--- src/sv/dtu_pkg.sv ---
`timescale 1ns / 1ps
// ----------------------------------------------------------------------------
// dtu_pkg
// Shared types and constants for the day-of-year time line to Unix converter.
// ----------------------------------------------------------------------------
package dtu_pkg;

  // Request on the character channel
  typedef struct packed {
    logic [7:0] char_byte;
    logic       line_end;
  } char_req_t;

  // Request on the timestamp channel
  typedef struct packed {
    logic [31:0] unix_seconds;
    logic [1:0]  line_status;
  } time_rsp_t;

  // Line status codes
  localparam logic [1:0] STATUS_OK        = 2'd0;
  localparam logic [1:0] STATUS_EMPTY     = 2'd1;
  localparam logic [1:0] STATUS_MALFORMED = 2'd2;
  localparam logic [1:0] STATUS_RANGE     = 2'd3;

  // Parser phases
  typedef enum logic [3:0] {
    PH_START = 4'd0,
    PH_YEAR  = 4'd1,
    PH_DOY   = 4'd2,
    PH_HOUR  = 4'd3,
    PH_SEP1  = 4'd4,
    PH_MIN   = 4'd5,
    PH_SEP2  = 4'd6,
    PH_SEC   = 4'd7,
    PH_DONE  = 4'd8,
    PH_FAULT = 4'd9
  } phase_t;

  // Field width and limits
  localparam int unsigned FIELD_W = 14;

  localparam logic [FIELD_W-1:0] ACC_MAX     = 14'd16383;
  localparam logic [FIELD_W-1:0] YEAR_MIN    = 14'd1970;
  localparam logic [FIELD_W-1:0] YEAR_MAX    = 14'd2100;
  localparam logic [FIELD_W-1:0] DOY_LEAP    = 14'd366;
  localparam logic [FIELD_W-1:0] DOY_COMMON  = 14'd365;
  localparam logic [FIELD_W-1:0] HOUR_MAX    = 14'd23;
  localparam logic [FIELD_W-1:0] MIN_SEC_MAX = 14'd59;

  localparam logic [8:0]  DAYS_PER_YEAR = 9'd365;
  localparam logic [16:0] SEC_PER_DAY   = 17'd86400;
  localparam logic [11:0] SEC_PER_HOUR  = 12'd3600;
  localparam logic [5:0]  SEC_PER_MIN   = 6'd60;

  // Parsed line handed from the parser to the converter
  typedef struct packed {
    logic [1:0]         pre_status;
    logic [FIELD_W-1:0] year;
    logic [FIELD_W-1:0] doy;
    logic [FIELD_W-1:0] hour;
    logic [FIELD_W-1:0] minute;
    logic [FIELD_W-1:0] second;
  } fields_t;

endpackage

--- src/sv/dtu_parser.sv ---
`timescale 1ns / 1ps
// ----------------------------------------------------------------------------
// dtu_parser
// Character parser: walks the time line one byte per request and hands the
// finished fields with a preliminary status to the snapshot register.
// ----------------------------------------------------------------------------
module dtu_parser
  import dtu_pkg::*;
(
  input  logic      clk,
  input  logic      rst,
  input  logic      char_valid,
  output logic      char_stall,
  input  char_req_t char_req,
  output logic      snap_valid,
  output fields_t   snap,
  input  logic      snap_ready
);

  phase_t             phase, phase_next;
  logic [FIELD_W-1:0] acc, acc_next;
  logic               has_digit, has_digit_next;
  logic [FIELD_W-1:0] year, year_next;
  logic [FIELD_W-1:0] doy, doy_next;
  logic [FIELD_W-1:0] hour, hour_next;
  logic [FIELD_W-1:0] minute, minute_next;
  logic [1:0]         err, err_next;

  logic               accept;
  logic               is_digit, is_blank, is_lead;
  logic [17:0]        acc_prod;
  logic [FIELD_W-1:0] acc_add;
  logic [FIELD_W-1:0] acc_field;
  logic [1:0]         pre_status;

  // Hold requests only while the snapshot cannot move on
  assign char_stall = snap_valid && !snap_ready;
  assign accept     = char_valid && !char_stall;

  // Classify the byte
  assign is_digit = (char_req.char_byte >= 8'h30) && (char_req.char_byte <= 8'h39);
  assign is_blank = (char_req.char_byte == 8'h20) ||
                    ((char_req.char_byte >= 8'h09) && (char_req.char_byte <= 8'h0D));
  assign is_lead  = (char_req.char_byte == 8'h20) || (char_req.char_byte == 8'h09) ||
                    (char_req.char_byte == 8'h0A) || (char_req.char_byte == 8'h0D);

  // Accumulate one decimal digit, saturating
  assign acc_prod = 18'(acc) * 18'd10 + 18'(char_req.char_byte[3:0]);
  assign acc_add  = (acc_prod > 18'(ACC_MAX)) ? ACC_MAX : acc_prod[FIELD_W-1:0];

  // Next phase and field updates
  always_comb begin
    phase_next     = phase;
    acc_next       = acc;
    has_digit_next = has_digit;
    year_next      = year;
    doy_next       = doy;
    hour_next      = hour;
    minute_next    = minute;
    err_next       = err;
    acc_field      = acc;
    unique case (phase)
      PH_START: begin
        if (is_digit) begin
          phase_next     = PH_YEAR;
          acc_next       = acc_add;
          has_digit_next = 1'b1;
        end else if (!is_lead) begin
          phase_next = PH_FAULT;
          err_next   = STATUS_EMPTY;
        end
      end
      PH_YEAR, PH_DOY: begin
        if (is_digit) begin
          acc_next       = acc_add;
          has_digit_next = 1'b1;
        end else if (is_blank) begin
          if (has_digit) begin
            if (phase == PH_YEAR) begin
              year_next  = acc_field;
              phase_next = PH_DOY;
            end else begin
              doy_next   = acc_field;
              phase_next = PH_HOUR;
            end
            acc_next       = '0;
            has_digit_next = 1'b0;
          end
        end else begin
          phase_next = PH_FAULT;
          err_next   = STATUS_MALFORMED;
        end
      end
      PH_HOUR, PH_MIN: begin
        if (is_digit) begin
          acc_next       = acc_add;
          has_digit_next = 1'b1;
        end else if (!has_digit) begin
          if (!is_blank) begin
            phase_next = PH_FAULT;
            err_next   = STATUS_MALFORMED;
          end
        end else begin
          // A non-blank ends the number and is the separator itself
          if (phase == PH_HOUR) begin
            hour_next  = acc_field;
            phase_next = is_blank ? PH_SEP1 : PH_MIN;
          end else begin
            minute_next = acc_field;
            phase_next  = is_blank ? PH_SEP2 : PH_SEC;
          end
          acc_next       = '0;
          has_digit_next = 1'b0;
        end
      end
      PH_SEP1, PH_SEP2: begin
        if (!is_blank) begin
          phase_next = (phase == PH_SEP1) ? PH_MIN : PH_SEC;
        end
      end
      PH_SEC: begin
        if (is_digit) begin
          acc_next       = acc_add;
          has_digit_next = 1'b1;
        end else if (has_digit) begin
          phase_next = PH_DONE;
        end else if (!is_blank) begin
          phase_next = PH_FAULT;
          err_next   = STATUS_MALFORMED;
        end
      end
      PH_DONE: begin
        phase_next = PH_DONE;
      end
      default: begin
        if (err == STATUS_OK) begin
          err_next = STATUS_MALFORMED;
        end
        phase_next = PH_FAULT;
      end
    endcase
  end

  // Grade the line as it stands after this byte
  always_comb begin
    if (phase_next == PH_START) begin
      pre_status = STATUS_EMPTY;
    end else if (err_next != STATUS_OK) begin
      pre_status = err_next;
    end else if (!((phase_next == PH_DONE) ||
                   ((phase_next == PH_SEC) && has_digit_next))) begin
      pre_status = STATUS_MALFORMED;
    end else begin
      pre_status = STATUS_OK;
    end
  end

  // Parser state: advance per request, clear at each line end
  always_ff @(posedge clk) begin
    if (rst || (accept && char_req.line_end)) begin
      phase     <= PH_START;
      acc       <= '0;
      has_digit <= 1'b0;
      year      <= '0;
      doy       <= '0;
      hour      <= '0;
      minute    <= '0;
      err       <= STATUS_OK;
    end else if (accept) begin
      phase     <= phase_next;
      acc       <= acc_next;
      has_digit <= has_digit_next;
      year      <= year_next;
      doy       <= doy_next;
      hour      <= hour_next;
      minute    <= minute_next;
      err       <= err_next;
    end
  end

  // Snapshot register: load on line end, drop once taken
  always_ff @(posedge clk) begin
    if (rst) begin
      snap_valid <= 1'b0;
    end else if (accept && char_req.line_end) begin
      snap_valid <= 1'b1;
    end else if (snap_ready) begin
      snap_valid <= 1'b0;
    end
  end

  always_ff @(posedge clk) begin
    if (accept && char_req.line_end) begin
      snap.pre_status <= pre_status;
      snap.year       <= year_next;
      snap.doy        <= doy_next;
      snap.hour       <= hour_next;
      snap.minute     <= minute_next;
      snap.second     <= acc_next;
    end
  end

endmodule

--- src/sv/dtu_convert.sv ---
`timescale 1ns / 1ps
// ----------------------------------------------------------------------------
// dtu_convert
// Range check and conversion to Unix seconds in two registered stages.
// ----------------------------------------------------------------------------
module dtu_convert
  import dtu_pkg::*;
(
  input  logic      clk,
  input  logic      rst,
  input  logic      snap_valid,
  input  fields_t   snap,
  output logic      snap_ready,
  output logic      time_valid,
  input  logic      time_stall,
  output time_rsp_t time_rsp
);

  logic        out_ready;
  logic        mid_ready;

  logic        mid_valid;
  logic [1:0]  mid_status;
  logic [15:0] mid_days;
  logic [16:0] mid_hms;

  logic        year_ok, leap, doy_ok, clock_ok;
  logic [FIELD_W-1:0] doy_max;
  logic [FIELD_W-1:0] year_ofs;
  logic [8:0]  year_inc;
  logic [15:0] days;
  logic [16:0] hms;
  logic [1:0]  status;
  logic [32:0] total;

  // Per-stage ready
  assign out_ready  = !time_valid || !time_stall;
  assign mid_ready  = !mid_valid || out_ready;
  assign snap_ready = mid_ready;

  // Range checks; within 1970..2100 only 2100 breaks the every-fourth-year rule
  assign year_ok  = (snap.year >= YEAR_MIN) && (snap.year <= YEAR_MAX);
  assign leap     = (snap.year[1:0] == 2'b00) && (snap.year != YEAR_MAX);
  assign doy_max  = leap ? DOY_LEAP : DOY_COMMON;
  assign doy_ok   = (snap.doy != '0) && (snap.doy <= doy_max);
  assign clock_ok = (snap.hour <= HOUR_MAX) && (snap.minute <= MIN_SEC_MAX) &&
                    (snap.second <= MIN_SEC_MAX);

  // Day count since the epoch; leap days before year y are (y - 1969) / 4
  assign year_ofs = snap.year - YEAR_MIN;
  assign year_inc = {1'b0, year_ofs[7:0]} + 9'd1;
  assign days     = 16'(year_ofs[7:0]) * 16'(DAYS_PER_YEAR) + 16'(year_inc[8:2]) +
                    16'(snap.doy[8:0]) - 16'd1;
  assign hms      = 17'(snap.hour[4:0]) * 17'(SEC_PER_HOUR) +
                    17'(snap.minute[5:0]) * 17'(SEC_PER_MIN) + 17'(snap.second[5:0]);

  always_comb begin
    if (snap.pre_status != STATUS_OK) begin
      status = snap.pre_status;
    end else if (!(year_ok && doy_ok && clock_ok)) begin
      status = STATUS_RANGE;
    end else begin
      status = STATUS_OK;
    end
  end

  // Middle stage
  always_ff @(posedge clk) begin
    if (rst) begin
      mid_valid <= 1'b0;
    end else if (mid_ready) begin
      mid_valid <= snap_valid;
    end
  end

  always_ff @(posedge clk) begin
    if (mid_ready && snap_valid) begin
      mid_status <= status;
      mid_days   <= days;
      mid_hms    <= hms;
    end
  end

  // Final seconds; a zero timestamp is rejected
  assign total = 33'(mid_days) * 33'(SEC_PER_DAY) + 33'(mid_hms);

  always_ff @(posedge clk) begin
    if (rst) begin
      time_valid <= 1'b0;
    end else if (out_ready) begin
      time_valid <= mid_valid;
    end
  end

  always_ff @(posedge clk) begin
    if (out_ready && mid_valid) begin
      if (mid_status != STATUS_OK) begin
        time_rsp.unix_seconds <= '0;
        time_rsp.line_status  <= mid_status;
      end else if (total[31:0] == '0) begin
        time_rsp.unix_seconds <= '0;
        time_rsp.line_status  <= STATUS_RANGE;
      end else begin
        time_rsp.unix_seconds <= total[31:0];
        time_rsp.line_status  <= STATUS_OK;
      end
    end
  end

endmodule

--- src/sv/ascii_day_of_year_time_to_unix.sv ---
`timescale 1ns / 1ps
// ----------------------------------------------------------------------------
// ascii_day_of_year_time_to_unix
// Parses an ASCII "YYYY DDD HH:MM:SS" line into Unix seconds and a status.
// ----------------------------------------------------------------------------
// Usage:
//   The char channel (char_valid, char_stall, char_req) takes one byte of the
//   time line per request; char_req.line_end marks the last byte of a line.
//   Each byte is parsed in the cycle it is taken, so one byte per cycle is
//   sustained while char_stall is low. The time channel (time_valid,
//   time_stall, time_rsp) returns exactly one request per line:
//   unix_seconds and line_status. After the line-end byte a line passes the
//   snapshot register, check stage (range checks, day count, seconds of day)
//   and output register (days times 86400 plus seconds of day) to time_valid.
//   Each stage moves when the one after it is empty or moving, so the block
//   keeps taking bytes while a result waits; char_stall rises only when all
//   three stages hold lines and time_stall is high.
//   Reset (rst, synchronous) returns the parser to the start of a line and
//   empties all stages; no result is pending after reset.
// ----------------------------------------------------------------------------
module ascii_day_of_year_time_to_unix
  import dtu_pkg::*;
(
  input  logic      clk,
  input  logic      rst,
  input  logic      char_valid,
  output logic      char_stall,
  input  char_req_t char_req,
  output logic      time_valid,
  input  logic      time_stall,
  output time_rsp_t time_rsp
);

  logic    snap_valid;
  logic    snap_ready;
  fields_t snap;

  dtu_parser u_parser (
    .clk        (clk),
    .rst        (rst),
    .char_valid (char_valid),
    .char_stall (char_stall),
    .char_req   (char_req),
    .snap_valid (snap_valid),
    .snap       (snap),
    .snap_ready (snap_ready)
  );

  dtu_convert u_convert (
    .clk        (clk),
    .rst        (rst),
    .snap_valid (snap_valid),
    .snap       (snap),
    .snap_ready (snap_ready),
    .time_valid (time_valid),
    .time_stall (time_stall),
    .time_rsp   (time_rsp)
  );

`ifndef SYNTH
  // A line end always lands in the snapshot register
  a_line_end_snap: assert property (@(posedge clk) disable iff (rst)
    (char_valid && !char_stall && char_req.line_end) |=> snap_valid)
    else $error("line end not captured");

  // A good line never reports a zero timestamp
  a_ok_nonzero: assert property (@(posedge clk) disable iff (rst)
    (time_valid && (time_rsp.line_status == STATUS_OK)) |-> (time_rsp.unix_seconds != '0))
    else $error("ok status with zero seconds");

  // A rejected line reports zero seconds
  a_err_zero: assert property (@(posedge clk) disable iff (rst)
    (time_valid && (time_rsp.line_status != STATUS_OK)) |-> (time_rsp.unix_seconds == '0))
    else $error("error status with nonzero seconds");
`endif

endmodule

--- config.mk ---
export PLATFORM = sky130hd
export DESIGN_NAME = ascii_day_of_year_time_to_unix
export DESIGN_NICKNAME = d
export VERILOG_FILES = /design/src/sv/dtu_pkg.sv /design/src/sv/dtu_parser.sv /design/src/sv/dtu_convert.sv /design/src/sv/ascii_day_of_year_time_to_unix.sv
export SDC_FILE = /design/constraint.sdc
export NUM_CORES = 1
export LEC_CHECK = 0
export BUFFER_PORTS_ARGS = -buffer_cell sky130_fd_sc_hd__clkbuf_2
export CORE_ASPECT_RATIO = 0.6
export CORE_MARGIN = 2
export CORE_UTILIZATION = 55
export DETAILED_ROUTE_END_ITERATION = 16
export GPL_ROUTABILITY_DRIVEN = 0
export PLACE_DENSITY_LB_ADDON = 0.2
export SYNTH_ARGS = -nofsm -noshare
export SYNTH_HDL_FRONTEND = slang
export SYNTH_SLANG_ARGS = --single-unit
--- constraint.sdc ---
create_clock -name clk -period 11.67 [get_ports clk]
set_input_delay 2.334 -clock clk [delete_from_list [all_inputs] [get_ports clk]]
set_output_delay 2.334 -clock clk [all_outputs]
set_load 0.05 [all_outputs]
### After elaboration in Yosys (flattened, before gate mapping)

Index checks and enable logic that the tools add are counted.

| storage, ports and cells | value |
|---|---|
| register bits | 221 |
| input bits | 13 |

| operators by class | value |
|---|---|
| add/subtract/negate cells | 9 |
| multiply operators | 5 |
| magnitude comparators | 11 |
| equal/unequal tests | 15 |
| mux-type cells | 64 |
| reductions and logical operators | 45 |

Operators by type and width:

| cell | number |
|---|---|
| $mux W14 | 24 |
| $mux W4 | 12 |
| $pmux W14 S3 | 1 |
| $add A32 B17 Y32 | 1 |
| $logic_not A32 Y1 | 1 |
| $mux W2 | 15 |
| $le A14 B6 Y1 const B | 2 |
| $mul A16 B10 Y25 const B | 1 |
| $eq A8 B4 Y1 const B | 3 |
| $pmux W4 S6 | 1 |
| $eq A4 B3 Y1 const B | 5 |
| $add A18 B4 Y18 | 1 |
| $gt A18 B14 Y1 const B | 1 |
| $add A17 B12 Y17 | 1 |
| $add A17 B6 Y17 | 1 |
| $mul A14 B3 Y17 const B | 1 |
| $add A16 B7 Y16 | 1 |
| $add A16 B9 Y16 | 1 |
| $mul A8 B9 Y16 const B | 1 |
| $sub A16 B1 Y16 const B | 1 |
| $logic_and A1 B1 Y1 | 15 |
| $ge A14 B11 Y1 const B | 1 |
| $le A14 B12 Y1 const B | 1 |
| $le A14 B14 Y1 | 1 |
| 25 further kinds | 56 |

### Longest topological paths before layout

| depth | value |
|---|---|
| depth after elaboration | 13 |
| mapped depth | 24 |
| mapped depth without buffers | 24 |

### Cells and area by module

Synthesis repeated with hierarchy kept, for this count alone.

| second synthesis, totals | value |
|---|---|
| cell total of the unflattened synthesis | 1769 |
| area, all modules | 17992.3 µm² |

Modules (own cells, without submodules):

| module | times used | cells each | area each (µm²) | sequential area each (µm²) |
|---|---|---|---|---|
| dtu_convert | 1 | 1019 | 10212.3 | 2112.0 |
| dtu_parser | 1 | 750 | 7780.0 | 3723.6 |

### Least setup slack after synthesis

OpenSTA, ideal clock, no wires.

| timing | value |
|---|---|
| path type | register to register |
| start point | register, netlist name u_parser.snap[59] |
| end point | register u_convert.mid_days[15], data pin |
| library setup time | 158 ps |
| arrival time | 5662 ps |
| data required time | 11512 ps |
| slack | 5850 ps |
| cell stages (with the launch flop) | 23 |
| period minus slack after synthesis | 5820 ps |
| cell sequence | edfxtp_1 -> clkbuf_1 -> nor3_1 -> nor2_1 -> xnor2_1 -> inv_1 -> or3_1 -> xnor2_1 -> fa_1 -> inv_1 -> fa_1 -> inv_1 -> fa_1 -> ha_1 -> inv_1 -> o21ai_0 -> a21oi_1 -> o21ai_0 -> a21oi_1 -> o21ai_0 -> or4_1 -> a2111o_1 -> o211ai_1 |

| on the way | value |
|---|---|
| word-level cells in the longest chain between the ends | 5 |
| elaborated cells between the ends (all ways) | 6 |

Ends and longest elaborated chain:

| element | line | RTL |
|---|---|---|
| $sub A8 B8 Y8 (*) | dtu_convert.sv:50 | `assign year_ofs = snap.year - YEAR_MIN;` |
| $mul A8 B9 Y16 / $add A8 B1 Y9 (equally long branches) | dtu_convert.sv:52, dtu_convert.sv:51 |  |
| $add A16 B7 Y16 (*) | dtu_convert.sv:52 | `assign days = 16'(year_ofs[7:0]) * 16'(DAYS_PER_YEAR) + 16'(year_inc[8:2]) +` |
| $add A16 B9 Y16 (*) | dtu_convert.sv:52 |  |
| $sub A16 B1 Y16 (*) | dtu_convert.sv:53 | `16'(snap.doy[8:0]) - 16'd1;` |
| named net u_convert.days[15] | dtu_convert.sv:31 | `logic [15:0] days;` |
| to (signal assigned) | dtu_convert.sv:79 | `mid_days <= days;` |
| to (decl) | dtu_convert.sv:24 | `logic [15:0] mid_days;` |

Mark *: on every way through the listed nets, which the timed path passes. The rest lies on a longest branch.
A chain may end at the register's enable or synchronous reset.

### Final worst setup path

| timing | value |
|---|---|
| start point | register, netlist name u_parser.snap[59] |
| end point | register u_convert.mid_days[15], data pin |

| on the way | value |
|---|---|
| word-level cells in the longest chain between the ends | 5 |
| elaborated cells between the ends (all ways) | 6 |

Ends and longest elaborated chain:

| element | line |
|---|---|
| $sub A8 B8 Y8 (*) | dtu_convert.sv:50 |
| $mul A8 B9 Y16 / $add A8 B1 Y9 (equally long branches) | dtu_convert.sv:52, dtu_convert.sv:51 |
| $add A16 B7 Y16 (*) | dtu_convert.sv:52 |
| $add A16 B9 Y16 (*) | dtu_convert.sv:52 |
| $sub A16 B1 Y16 (*) | dtu_convert.sv:53 |
| named net u_convert.days[15] | dtu_convert.sv:31 |

Marked as above.

==> out/summary.md <==
The run finished with clean final reports. The pin count of the biggest net entering global routing is 75, and the highest clock rate is 155.5 MHz. Counting every instance in the synthesized netlist gives 1805.

In this run the standard cell core region covers 31410 µm². After clock tree synthesis, the clock-pin slew on the worst setup and hold paths is 0.06 ns. The tools report the root buffer cell as sky130_fd_sc_hd__clkbuf_16. Subtracting the final worst setup slack from the clock period gives 6.431 ns. From left edge to right edge, the die measures 235.4 µm. The share of layout cells above drive strength 1 came out at 9.224%. H-tree level count: 1. Cell taking the most area after synthesis: sky130_fd_sc_hd__edfxtp_1. The via count of the first global-routing pass is 12.41k, and the aggregate routed wire length is 39270 µm. The type of the setup path with the least slack is flip-flop to flip-flop.

The die area is 33610 µm², and the share of flip-flops with an asynchronous set or reset after synthesis is 0%. Setup repair after global routing left no endpoint under its margin. After synthesis the cells add up to 17660 µm².

In this run, post-CTS hold repair placed 0 buffers. After synthesis, the mean cell area works out to 9.786 µm². Data on the critical path arrives at its endpoint at 6.79 ns.

For the total global routing overflow, the log shows 0. Dividing the detail-routed via count by the number of cells gives 5.764. Yosys attributes the largest share of cell area to sky130_fd_sc_hd__edfxtp_1, sky130_fd_sc_hd__ha_1, sky130_fd_sc_hd__fa_1, sky130_fd_sc_hd__dfxtp_1, sky130_fd_sc_hd__inv_1.

The first detailed-routing pass ran for 5 iterations. In the synthesized netlist the dominant register cell turns out to be sky130_fd_sc_hd__edfxtp_1. The number of core rows came out at 50.

In this run the remaining antenna-violating nets after routing total 0. The number of nets handed over by synthesis was 2128. The final number of hold-violating endpoints came out at 0. Synthesis instantiated 79 different standard cells from the library. The count of flip-flops with a built-in enable after synthesis was 141; the initial detailed-routing violation count was 1173. In the routed design, unresolved DRC markers number 0. The required time of the critical path came out at 12.03 ns. The tools report the total of cells resized after clock tree synthesis as 0. The number of sinks driven by the clock tree was 221; the number of antenna repair diodes was 0.

The leading cell type in the layout, fill and taps excluded was sky130_fd_sc_hd__ha_1. The run gives 2150 as the number of nets at the end of the flow. The category of the worst setup path launch point was a flip-flop. For the accumulated negative setup slack, the log shows 0 ns. Setup violations remaining at the end of the flow were counted as 0. For the pin with the worst max-slew slack, the measured transition is 1.234 ns. Final count of pins violating max slew: 0.

The tightest slew margin relative to the limit was 17.10%. The initial cell density of the core is 56.24%. TritonCTS built the clock tree.

Maximum fanout along the worst path: 8. For this run, the number of Yosys warnings is 0. The synthesis-to-layout area growth is 7.395%, and the count of vias placed by the detailed router is 13.02k.

The clock tree buffer depth is 3, and the top-area cell type share of the netlist area is 23.97%. The detailed placement HPWL was 30110 µm. The number of buffers inserted by post-CTS setup repair came out at 0. The run gives 22 as the TritonCTS buffer count. Leaving out fill and tap cells, the most frequent cells in the layout are sky130_fd_sc_hd__ha_1, sky130_fd_sc_hd__inv_1, sky130_fd_sc_hd__edfxtp_1.

The worst setup path is captured at a flip-flop. 49 I/O pins were placed. The first global-routing pass estimated 64600 µm of wire. The tools report the total routing resource utilization after global routing as 23.79%. The portion of the clock cycle consumed by the worst path in the final layout is 55.11%. The clock skew after layout is 0.008888 ns. The register area share after synthesis was 33.04%; the reported max-cap violation count was 0. The tightest min-delay check is of the flip-flop to flip-flop type. Number of synthesized register bits: 221.

At the later pin of the worst-skew pair, clock insertion delay measures 0.52 ns. The routed wire length per instance is 17.38 µm, and the die extent in y is 142.8 µm. The number of buffers added on ports was 48. For the initial antenna violation count, the log shows 2.
[kinds of logic after synthesis]
group | count (synthesis) | share of synthesized area [%]
AND/OR/NAND/NOR | 475 | 12.98
buffers and inverters | 259 | 5.667
multiplexers | 63 | 3.974
flip-flops | 221 | 33.04
AO/OA/AOI/OAI | 373 | 13.53
adder cells (fa/ha/maj) | 310 | 25.61
XOR/XNOR | 104 | 5.199
[state kept, by name, indices dropped and copies added, names as in the netlist]
register / cells
u_parser.phase: 4
u_parser.minute: 14
u_parser.year: 14
u_parser.err: 2
u_convert.mid_status: 2
u_parser.snap_valid: 1
u_convert.mid_hms: 17
u_parser.has_digit: 1
u_convert.time_valid: 1
u_convert.time_rsp: 34
u_convert.mid_days: 16
u_parser.snap: 72
u_parser.doy: 14
u_convert.mid_valid: 1
u_parser.acc: 14
u_parser.hour: 14
[synth_stat cells, types with 45 or more instances]
| cell type | number |
|---|---|
| sky130_fd_sc_hd__inv_1 | 203 |
| sky130_fd_sc_hd__nor3_1 | 50 |
| sky130_fd_sc_hd__mux2_2 | 57 |
| sky130_fd_sc_hd__nand2_1 | 140 |
| sky130_fd_sc_hd__dfxtp_1 | 80 |
| sky130_fd_sc_hd__ha_1 | 224 |
| sky130_fd_sc_hd__clkbuf_1 | 45 |
| sky130_fd_sc_hd__a21oi_1 | 136 |
| sky130_fd_sc_hd__xnor2_1 | 70 |
| sky130_fd_sc_hd__edfxtp_1 | 141 |
| sky130_fd_sc_hd__nor2_1 | 116 |
| sky130_fd_sc_hd__o21ai_0 | 62 |
| sky130_fd_sc_hd__fa_1 | 86 |
[critical path: stages (launching register included)]
cell                       delay [ns]
sky130_fd_sc_hd__edfxtp_1        0.52
sky130_fd_sc_hd__nor3_1          0.35
sky130_fd_sc_hd__nor2_1          0.11
sky130_fd_sc_hd__xnor2_1         0.64
sky130_fd_sc_hd__inv_1           0.30
sky130_fd_sc_hd__or3_1           0.45
sky130_fd_sc_hd__xnor2_1         0.17
sky130_fd_sc_hd__fa_1            0.52
sky130_fd_sc_hd__inv_1           0.05
sky130_fd_sc_hd__fa_1            0.47
sky130_fd_sc_hd__inv_1           0.05
sky130_fd_sc_hd__fa_1            0.49
sky130_fd_sc_hd__ha_1            0.35
sky130_fd_sc_hd__inv_1           0.07
sky130_fd_sc_hd__o21ai_0         0.09
sky130_fd_sc_hd__a21oi_1         0.24
sky130_fd_sc_hd__o21ai_0         0.11
sky130_fd_sc_hd__a21oi_1         0.23
sky130_fd_sc_hd__o21ai_0         0.15
sky130_fd_sc_hd__or4_1           0.45
sky130_fd_sc_hd__a2111o_1        0.39
sky130_fd_sc_hd__o211ai_1        0.09
[area by class of cell]
cell class,instances,area [µm²]
fillers,2643,12440
clock inverters,4,48.80
repair buffers,54,285.3
well taps,416,520.5
clock buffers,36,675.6
multi-input cells,1325,10840
flip-flops and latches,221,5836
inverters,203,762.0
[final timing paths]
| path | end | cells past startpoint | slack, ns | start |
|---|---|---|---|---|
| min | u_convert.mid_hms[0] | 0 | 0.43 | u_parser.snap[0] |
| max | u_convert.mid_days[15] | 21 | 5.24 | u_parser.snap[59] |
| max reg2reg | u_convert.mid_days[15] | 21 | 5.24 | u_parser.snap[59] |
| min reg2reg | u_convert.mid_hms[0] | 0 | 0.43 | u_parser.snap[0] |
[layer usage]
metal	track usage [%]	part of all wire, %	vias up
li1	-	-	6423
met3	5.007	7.5	54
met5	0	0	-
met2	34.31	40	405
met4	4.861	1.7	0
met1	36.61	51	6140
[per-stage QoR]
| stage | util, % | setup WS, ns | cells | cell area [µm²] | hold WS [ns] |
|---|---|---|---|---|---|
| floorplan | - | 5.850 | 1805 | 17660 | 0.4003 |
| global placement | 58.10 | 5.423 | 2219 | 18250 | 0.4333 |
| detailed placement | 58.10 | 5.234 | 2219 | 18250 | 0.4179 |
| finish | 60.40 | 5.239 | 2259 | 18970 | 0.4327 |
| global route | 60.40 | 4.615 | 2259 | 18970 | 0.4393 |
| CTS | 60.40 | 5.200 | 2259 | 18970 | 0.4332 |
Power is left out: the tool's default activity adds up to more than one toggle a clock period on the data nets, which glitch-free logic cannot reach.
